**src/rtl/dslq_pkg.sv**
```systemverilog
// ----------------------------------------------------------------------------
// dslq_pkg
// Shared types and constants for the deadline slack load queue.
// ----------------------------------------------------------------------------
`default_nettype none
package dslq_pkg;
  localparam int QDEPTH = 16;
  localparam int IDX_W = 4;
  localparam int CNT_W = 5;

  localparam logic [1:0] OP_SUBMIT = 2'd0;
  localparam logic [1:0] OP_DISPATCH = 2'd1;
  localparam logic [1:0] OP_COMPLETE = 2'd2;
  localparam logic [1:0] OP_COMPLETE_ALT = 2'd3;

  localparam logic [2:0] ST_QUEUED = 3'd0;
  localparam logic [2:0] ST_RESDONE = 3'd1;
  localparam logic [2:0] ST_REJECT = 3'd2;
  localparam logic [2:0] ST_DISP = 3'd3;
  localparam logic [2:0] ST_EMPTY = 3'd4;
  localparam logic [2:0] ST_COMPL = 3'd5;

  localparam logic [0:0] REG_MAX_PENDING = 1'd0;

  typedef struct packed {
    logic signed [48:0] lstart;
    logic [63:0] seq;
    logic [47:0] use_time;
    logic [15:0] tag;
  } entry_t;
endpackage
`default_nettype wire

```
**src/rtl/deadline_slack_load_queue_top.sv**
```systemverilog
// ----------------------------------------------------------------------------
// deadline_slack_load_queue_top
// Bounded least-slack load queue (minimum use_time - fetch_latency, ties to the
// earlier submission); entries in one sync RAM, min search by scan.
// Submit/complete: the input beat is registered in IDLE, the result in RES,
// and OUT holds it until out_ready; the next beat is taken back in IDLE.
// Dispatch: IDLE, then SCAN reads the entry RAM one entry per cycle
// (registered read port), then PICK, RES and OUT.
// One item in flight at a time. Synchronous active-low reset clears valid
// bits, counters and occupancy; the entry RAM is not cleared.
`default_nettype none
module deadline_slack_load_queue_top (
  input  wire logic        clk,
  input  wire logic        rst_n,
  input  wire logic        in_valid,
  output logic             in_ready,
  input  wire logic [1:0]  in_operation,
  input  wire logic [15:0] in_job_tag,
  input  wire logic [47:0] in_use_time,
  input  wire logic [31:0] in_fetch_latency,
  input  wire logic [39:0] in_payload_bytes,
  input  wire logic        in_resident,
  input  wire logic [47:0] in_now,
  output logic             out_valid,
  input  wire logic        out_ready,
  output logic [2:0]       out_status,
  output logic [15:0]      out_job_tag,
  output logic [47:0]      out_use_time,
  output logic [4:0]       out_pending_count,
  output logic             out_late,
  output logic [63:0]      out_submission_total,
  output logic [63:0]      out_resident_total,
  output logic [63:0]      out_completion_total,
  output logic [63:0]      out_miss_total,
  output logic [63:0]      out_bytes_total,
  output logic [4:0]       out_high_water,
  input  wire logic        cfg_psel,
  input  wire logic        cfg_penable,
  input  wire logic        cfg_pwrite,
  input  wire logic [2:0]  cfg_paddr,
  input  wire logic [31:0] cfg_pwdata,
  output logic [31:0]      cfg_prdata,
  output logic             cfg_pready
);
  localparam logic [2:0] S_IDLE = 3'd0;
  localparam logic [2:0] S_SCAN = 3'd1;
  localparam logic [2:0] S_PICK = 3'd2;
  localparam logic [2:0] S_RES = 3'd3;
  localparam logic [2:0] S_OUT = 3'd4;

  dslq_pkg::entry_t mem [dslq_pkg::QDEPTH];
  dslq_pkg::entry_t rd_q;
  logic [dslq_pkg::IDX_W-1:0] rd_addr;
  logic mem_we;
  logic [dslq_pkg::IDX_W-1:0] wr_addr;
  dslq_pkg::entry_t wr_data;

  always_ff @(posedge clk) begin
    if (mem_we) mem[wr_addr] <= wr_data;
    rd_q <= mem[rd_addr];
  end

  logic [2:0] state_r;
  logic [dslq_pkg::QDEPTH-1:0] valid_r;
  logic [4:0] maxp_r, occ_r, peak_r;
  logic [63:0] arr_r, sub_r, res_r, cmp_r, miss_r, byt_r;
  logic [1:0] op_r;
  logic [15:0] tag_r;
  logic [47:0] use_r, now_r;
  logic [31:0] lat_r;
  logic [39:0] byt_in_r;
  logic resid_r;
  logic [dslq_pkg::IDX_W:0] scan_r;
  logic [dslq_pkg::IDX_W-1:0] chk_r, best_r;
  logic chk_v_r, have_r;
  logic signed [48:0] best_ls_r;
  logic [63:0] best_seq_r;
  logic [15:0] best_tag_r;
  logic [47:0] best_use_r;
  logic [dslq_pkg::IDX_W-1:0] free_idx;
  logic free_any;

  always_comb begin
    free_idx = '0;
    free_any = 1'b0;
    for (int i = dslq_pkg::QDEPTH - 1; i >= 0; i--) begin
      if (!valid_r[i]) begin
        free_idx = i[dslq_pkg::IDX_W-1:0];
        free_any = 1'b1;
      end
    end
  end

  logic [4:0] limit;
  assign limit = (maxp_r < 5'(dslq_pkg::QDEPTH)) ? maxp_r : 5'(dslq_pkg::QDEPTH);
  logic late_c;
  assign late_c = now_r > use_r;

  assign in_ready = (state_r == S_IDLE);
  assign cfg_pready = 1'b1;
  assign cfg_prdata = (cfg_paddr[2] == dslq_pkg::REG_MAX_PENDING) ? {27'd0, maxp_r} : 32'd0;
  assign rd_addr = scan_r[dslq_pkg::IDX_W-1:0];
  assign wr_addr = free_idx;
  assign wr_data = '{lstart: $signed({1'b0, use_r}) - $signed({17'd0, lat_r}),
                     seq: arr_r, use_time: use_r, tag: tag_r};
  assign mem_we = (state_r == S_RES) && (op_r == dslq_pkg::OP_SUBMIT) && !resid_r
                  && (occ_r < limit) && free_any;

  logic better;
  assign better = !have_r || (rd_q.lstart < best_ls_r) ||
                  (rd_q.lstart == best_ls_r && rd_q.seq < best_seq_r);

  logic res_is_disp;
  logic res_has_late;
  assign res_is_disp = (op_r == dslq_pkg::OP_DISPATCH);
  assign res_has_late = (op_r == dslq_pkg::OP_SUBMIT) ? resid_r : !res_is_disp;

  always_ff @(posedge clk) begin
    if (!rst_n) begin
      state_r <= S_IDLE; valid_r <= '0; maxp_r <= 5'd16; occ_r <= '0; peak_r <= '0;
      arr_r <= '0; sub_r <= '0; res_r <= '0; cmp_r <= '0; miss_r <= '0; byt_r <= '0;
      out_valid <= 1'b0; chk_v_r <= 1'b0; have_r <= 1'b0; scan_r <= '0;
    end else begin
      if (cfg_psel && cfg_penable && cfg_pwrite && cfg_paddr[2] == dslq_pkg::REG_MAX_PENDING)
        maxp_r <= cfg_pwdata[4:0];
      case (state_r)
        S_IDLE: begin
          if (in_valid) begin
            op_r <= in_operation; tag_r <= in_job_tag; use_r <= in_use_time;
            lat_r <= in_fetch_latency; byt_in_r <= in_payload_bytes;
            resid_r <= in_resident; now_r <= in_now;
            scan_r <= '0; have_r <= 1'b0; chk_v_r <= 1'b0;
            state_r <= (in_operation == dslq_pkg::OP_DISPATCH) ? S_SCAN : S_RES;
          end
        end
        S_SCAN: begin
          chk_v_r <= valid_r[rd_addr];
          chk_r <= rd_addr;
          if (chk_v_r && better) begin
            have_r <= 1'b1; best_r <= chk_r; best_ls_r <= rd_q.lstart;
            best_seq_r <= rd_q.seq; best_tag_r <= rd_q.tag; best_use_r <= rd_q.use_time;
          end
          if (scan_r == 5'(dslq_pkg::QDEPTH)) state_r <= S_PICK;
          else scan_r <= scan_r + 5'd1;
        end
        S_PICK: begin
          state_r <= S_RES;
        end
        S_RES: begin
          out_late <= res_has_late && late_c;
          out_job_tag <= (res_is_disp && have_r) ? best_tag_r : tag_r;
          out_use_time <= res_is_disp ? (have_r ? best_use_r : 48'd0) : use_r;
          if (op_r == dslq_pkg::OP_SUBMIT) begin
            if (resid_r) begin
              sub_r <= sub_r + 64'd1; res_r <= res_r + 64'd1; cmp_r <= cmp_r + 64'd1;
              byt_r <= byt_r + {24'd0, byt_in_r};
              if (late_c) miss_r <= miss_r + 64'd1;
              out_status <= dslq_pkg::ST_RESDONE;
            end else if (mem_we) begin
              valid_r[free_idx] <= 1'b1;
              arr_r <= arr_r + 64'd1; occ_r <= occ_r + 5'd1;
              sub_r <= sub_r + 64'd1; byt_r <= byt_r + {24'd0, byt_in_r};
              if (occ_r + 5'd1 > peak_r) peak_r <= occ_r + 5'd1;
              out_status <= dslq_pkg::ST_QUEUED;
            end else begin
              out_status <= dslq_pkg::ST_REJECT;
            end
          end else if (res_is_disp) begin
            if (have_r) begin
              valid_r[best_r] <= 1'b0;
              if (occ_r != 5'd0) occ_r <= occ_r - 5'd1;
              out_status <= dslq_pkg::ST_DISP;
            end else begin
              out_status <= dslq_pkg::ST_EMPTY;
            end
          end else begin
            cmp_r <= cmp_r + 64'd1;
            if (late_c) miss_r <= miss_r + 64'd1;
            out_status <= dslq_pkg::ST_COMPL;
          end
          out_valid <= 1'b1;
          state_r <= S_OUT;
        end
        S_OUT: begin
          if (out_ready) begin
            out_valid <= 1'b0;
            state_r <= S_IDLE;
          end
        end
        default: state_r <= S_IDLE;
      endcase
    end
  end

  assign out_pending_count = occ_r;
  assign out_high_water = peak_r;
  assign out_submission_total = sub_r;
  assign out_resident_total = res_r;
  assign out_completion_total = cmp_r;
  assign out_miss_total = miss_r;
  assign out_bytes_total = byt_r;
endmodule
`default_nettype wire

```
**config.mk**
```make
export PLATFORM = sky130hd
export DESIGN_NAME = deadline_slack_load_queue_top
export DESIGN_NICKNAME = d
export VERILOG_FILES = /design/src/rtl/dslq_pkg.sv /design/src/rtl/deadline_slack_load_queue_top.sv
export SDC_FILE = /design/constraint.sdc
export NUM_CORES = 2
export LEC_CHECK = 0
export BUFFER_PORTS_ARGS = -buffer_cell sky130_fd_sc_hd__buf_4
export CAP_MARGIN = 20
export CORE_ASPECT_RATIO = 1.75
export CORE_MARGIN = 2
export CORE_UTILIZATION = 38
export DETAILED_ROUTE_END_ITERATION = 12
export GPL_ROUTABILITY_DRIVEN = 0
export GPL_TIMING_DRIVEN = 0
export PLACE_DENSITY = 0.55
export SYNTH_ARGS = -nofsm -noshare
export SYNTH_HDL_FRONTEND = slang
export SYNTH_SLANG_ARGS = --single-unit
```
**constraint.sdc**
```tcl
create_clock -name clk -period 17.6 [get_ports clk]
set_input_delay 1.76 -clock clk [delete_from_list [all_inputs] [get_ports clk]]
set_output_delay 1.76 -clock clk [all_outputs]
set_load 0.05 [all_outputs]
```
* Yosys cells after proc, flatten, opt, wreduce, memory -nomap -nowiden *
Memory sizes are Yosys's and may differ from the RTL's. A register that Yosys moved wholly into a read port is not among the register bits.
Cells that the tools add are included.

word-level totals
  flip-flop bits (word level) = 866
  memories = 1
  logic and storage cells = 206
  input bits = 229
  bits in writable memories = 2832
  output and inout bits = 433

memory list
  memory  words  width  read ports  clocked after Yosys merged registers in  wr ports  line                                 text
  mem     16     177    1           1                                        1         deadline_slack_load_queue_top.sv:51  dslq_pkg::entry_t mem [dslq_pkg::QDEPTH];

cells by class
  bitwise operators = 5
  equality and inequality tests = 17
  reduce and logical (&&, ||, !) cells = 43
  muxes and demuxes = 87
  magnitude comparators = 11
  $add $sub $neg = 10

operators with widths
  kind                                                                           number
  64-bit two-way mux                                                             11
  64-bit by 1-bit adder with 64-bit output (second input constant)               5
  16-bit two-way mux                                                             6
  48-bit two-way mux                                                             2
  64-bit by 40-bit adder with 64-bit output                                      1
  64-bit less-than comparator                                                    1
  4-bit two-way mux                                                              16
  5-bit two-way mux                                                              10
  49-bit equality test                                                           1
  49-bit less-than comparator                                                    1
  48-bit by 32-bit subtractor with 49-bit output                                 1
  48-bit greater-than comparator                                                 1
  1-bit two-way mux                                                              25
  3-bit AND reduction                                                            8
  3-bit two-way mux                                                              6
  16-bit bitwise AND                                                             1
  2-bit != test (second input constant)                                          8
  16-bit NOT                                                                     1
  16-bit bitwise OR                                                              1
  4-bit by 5-bit less-than comparator with 1-bit output (second input constant)  3
  3-bit one-hot mux with 5 select lines                                          1
  1-bit logical AND                                                              13
  2-bit nonzero test                                                             6
  5-bit by 1-bit adder with 5-bit output (second input constant)                 2
  other kinds (26)                                                               42

* Depth between registers and ports, before layout *
  word-level depth = 24
  mapped depth = 14
  mapped depth without buffers = 11

* Least setup slack after synthesis *
OpenSTA, ideal clock, no wires.

  path type = input -> register
  start = input rst_n
  end = register byt_in_r[0] (enable)
  setup slack = 6.667 ns
  arrival time = 10.195 ns
  buffers on the path = 3
  stages on the path = 5
  required time = 16.862 ns
  library setup time = 0.738 ns
  cell sequence = inv_1 -> clkbuf_1 -> clkbuf_1 -> clkbuf_1 -> nor2_1

on the way
  cells in the longest elaborated chain, start to end = 1

ends and longest elaborated chain
  element                               line                                  text
  start: declaration                    deadline_slack_load_queue_top.sv:14   input wire logic rst_n,
  3-bit AND reduction (no source line)  n/a
  end signal: assignment                deadline_slack_load_queue_top.sv:130  lat_r <= in_fetch_latency; byt_in_r <= in_payload_bytes;
  end: declaration                      deadline_slack_load_queue_top.sv:71   logic [39:0] byt_in_r;

Every way passes these cells.
A chain may end at the register's enable or synchronous reset.

* Final worst setup path *
  start = register use_r[14]
  end = register miss_r[48], in the netlist out_miss_total[48]

on the way
  cells in the longest elaborated chain, start to end = 4
  elaborated cells on any way between the ends = 5
  those cells by class = 1 x order compare; 4 x mux

ends and longest elaborated chain
  element                                       line                                  text
  start: declaration                            deadline_slack_load_queue_top.sv:69   logic [47:0] use_r, now_r;
  start signal: assignment                      deadline_slack_load_queue_top.sv:129  op_r <= in_operation; tag_r <= in_job_tag; use_r <= in_use_time;
  48-bit greater-than comparator (*)            deadline_slack_load_queue_top.sv:97   assign late_c = now_r > use_r;
  64-bit two-way mux (*)                        n/a
  64-bit two-way mux, on equally long branches  n/a
  64-bit two-way mux (*)                        n/a
  end signal: assignment                        deadline_slack_load_queue_top.sv:157  if (late_c) miss_r <= miss_r + 64'd1;
  end signal: assignment                        deadline_slack_load_queue_top.sv:178  if (late_c) miss_r <= miss_r + 64'd1;
  end: declaration                              deadline_slack_load_queue_top.sv:66   logic [63:0] arr_r, sub_r, res_r, cmp_r, miss_r, byt_r;

Every way passes the cells marked *; elsewhere a longest branch is shown, timed or not. The select of a mux whose other input is x is not followed.

==> results.cfg <==
[hold_path]
hold_path_depth = 0
holdCritStartpoint = rd_q[39]$_DFF_P_
hold_end = best_use_r[23]$_DFFE_PP_
min_path_type = reg2reg

[clock_tree]
cts_buffers = 363
postCtsSetupRepairBufs = 0
clock_path_buffers = 4
clkTransAtPathRegs_ns = 0.07
clockRootBuffer = clkbuf_16
cts_resized = 0
cts_tree = yes
insertion_delay_ns = 0.94
cts_sinks = 3875
cts_max_level = 5
postCtsHoldBufs = 0

[setup_path]
start_kind = flip-flop
r2r_cells = 11
critPathArrivalTime_ns = 6.07
worstReg2RegEnd = out_miss_total[48]$_SDFFE_PN0P_
r2r_start = use_r[14]$_DFFE_PP_
worstSetupPathType = reg2reg
path_max_fanout = 19
endpoint_kind = flip-flop
required_ns = 18.41
r2r_slack_ns = 12.34

[yosys]
ys_ff_latch = 3875
synthArstFlopShare_pct = 0
synth_area_per_cell_um2 = 18.2
synth_compound_area_share_pct = 3.36
synth_cell_types = 86
ys_top_cells_by_area = edfxtp_1 65%, mux4_2 13%, dfxtp_1 7.9%
synth.mux.area_fraction_pct = 13.6
yosysTopAreaCell = edfxtp_1
synth-xor-area-share_pct = 1.45
synth-adder-area-share_pct = 2.09
yosysSeqAreaShare_pct = 72.6
synth_edf_count = 3272
synth_top_area_share_pct = 64.6
ys.flop_type = edfxtp_1
synthSimpleGateAreaFrac_pct = 5.16
syn_area_um2 = 152000
yosys_warnings = 0
synth_top_family_by_area = multiplexers
synthCells = 8370

[final_layout]
stdcell_area_um2 = 180000
drive_gt1_share_pct = 24.9
multi_input_area_um2 = 39400
final_cells = 15186
fillers = 34149
syn2layout_area_growth_pct = 18.7
nNetsFinal = 10113
seqCellArea_um2 = 110000
final_util_pct = 45.3

[floorplanning]
rows = 307
dieArea_um2 = 405000
core_um2 = 399000
die_x_um = 482
io_pins = 662
start_util_pct = 38.1
fp.dieH_um = 841

[timing]
fin_skew_ns = 0.0585
final-hold-violation-count = 0
period_needed_ns = 5.26
rsz0062_at_grt = false
fmax_mhz = 190
tightest_slew_ns = 1.25
setup_viol = 0
slew_viol_final = 0
timing.final.crit_share_pct = 29.9
max-slew-margin-rel_pct = 16.5

[route]
vias_per_cell = 5.56
drc = 0
wire_per_inst_um = 30.3
postRouteAntennaNets = 0
first_pass_iters = 6
finalWirelength_um = 460000
vias = 84482
routed-wl-met2_um = 244000
route.met3.wl_um = 22000
drtIter0Drc = 7333
wl_met1_um = 171000
highest_layer = met5

[placement]
dp_hpwl_um = 308000
dp_cells = 14492
port_buffers = 604
placed_cell_area_um2 = 168000

[pwr]
power.leakage_nw = 59.3
peakVddDrop_mv = 0.0908
cellPowerDensity_nw_per_um2 = 110
finalPower_mw = 19.8

[grt]
grt_max_degree = 74
grt_pass1_vias = 87081
antenna_found_initial = 18
grt_usage_pct = 22.3
grt_pass1_wl_um = 643000
overflow = 0

[outcome]
status = completed

[job]
maxCapViolCount = 0
## worst max-delay path, cell delays in order, from the launching register on
cell	delay, ns
edfxtp_1	0.73
inv_1	0.14
ha_1	0.33
nand4_1	0.21
or4_1	0.78
a21o_1	0.26
o211ai_1	0.25
a32o_1	0.94
o21ai_1	0.50
clkbuf_1	0.36
o311ai_0	0.46
o41ai_1	0.13
## sequential cells by signal, indices dropped and copies added, names as in the netlist, 16 cells and up
| name | cells |
|---|---|
| arr_r | 64 |
| best_ls_r | 49 |
| best_seq_r | 64 |
| best_tag_r | 16 |
| best_use_r | 48 |
| byt_in_r | 40 |
| lat_r | 32 |
| mem | 2832 |
| now_r | 48 |
| out_bytes_total | 64 |
| out_completion_total | 64 |
| out_job_tag | 16 |
| out_miss_total | 64 |
| out_resident_total | 64 |
| out_submission_total | 64 |
| out_use_time | 48 |
| rd_q | 177 |
| tag_r | 16 |
| use_r | 48 |
| valid_r | 16 |
## report_power, final
| part | switching (mW) | internal, mW | leakage, nW | total (mW) |
|---|---|---|---|---|
| Sequential | 0.0957 | 10.1 | 34.6 | 10.2 |
| Clock | 3.51 | 4.69 | 5.95 | 8.20 |
| Combinational | 0.809 | 0.632 | 18.7 | 1.44 |
| Total | 4.41 | 15.4 | 59.3 | 19.8 |
## layer usage
layer | GRT usage [%] | up-vias
met4 | 9.92 | 2
met1 | 26.1 | 44818
li1 | - | 35872
met2 | 40.7 | 2961
met3 | 2.67 | 829
met5 | 0 | -
## worst max path at each step
stage / from / endpoint / slack (ns)
floorplan: rst_n / byt_in_r[0]$_DFFE_PP_ / 6.67
global placement: op_r[0]$_DFFE_PP_ / mem[13][37]$_DFFE_PP_ / -6.10
detailed placement: rst_n / tag_r[1]$_DFFE_PP_ / 11.44
CTS: use_r[9]$_DFFE_PP_ / mem[10][168]$_DFFE_PP_ / 11.92
global route: use_r[14]$_DFFE_PP_ / out_miss_total[34]$_SDFFE_PN0P_ / 12.22
finish: use_r[14]$_DFFE_PP_ / out_miss_total[48]$_SDFFE_PN0P_ / 12.34
## cell usage in the layout (no fill, tap or decap), drive strengths merged, types with 78 or more instances in the layout
cell type,instances
inv,305
nand2,424
clkbuf,732
nand4,111
clkinv,122
ha,251
o21ai,211
nand2b,81
mux4,890
buf,971
nand3,187
dfxtp,603
nor3,78
edfxtp,3272
a21oi,241
nor2,330
xor2,117
xnor2,135
## cells in the mapped netlist (81+ instances only)
cell type and instances:
nand2_1 424, nor2_1 330, nand2b_1 81, xnor2_1 135, edfxtp_1 3272, a21oi_1 240
xor2_1 117, mux4_2 890, nand3_1 187, dfxtp_1 603, nand4_1 111, ha_1 251
o21ai_0 205, inv_1 293, clkbuf_1 266
## metrics by stage
step / hold slack [ns] / setup slack, ns / setup TNS [ns]
finish: 0.406 / 12.34 / 0
global route: 0.402 / 12.22 / 0
CTS: 0.399 / 11.92 / 0
detailed placement: 0.389 / 11.44 / 0
global placement: 0.390 / -6.10 / -6209.55
floorplan: 0.386 / 6.67 / 0
## kinds of logic (layout without fill, tap and decap cells)
kind of cell | Yosys count | in the layout
other | 2 | 33
muxes | 954 | 954
buffers and inverters | 662 | 2194
AOI/OAI and AO/OA | 808 | 808
adders and majority gates | 253 | 253
and+or+nand+nor | 1564 | 1564
xor gates and xnor gates | 252 | 252
DFF | 3875 | 3875
## layout make-up
class | count | share of cell area [%]
Sequential cell | 3875 | 61.1
Multi-Input combinational cell | 3859 | 21.8
Clock buffer | 464 | 5.52
Timing Repair Buffer | 870 | 5.13
Tap cell | 5253 | 3.64
Clock inverter | 198 | 1.24
Buffer | 369 | 0.864
Inverter | 293 | 0.639
Antenna cell | 5 | 0.00693
(Power assumes the default switching activity.)
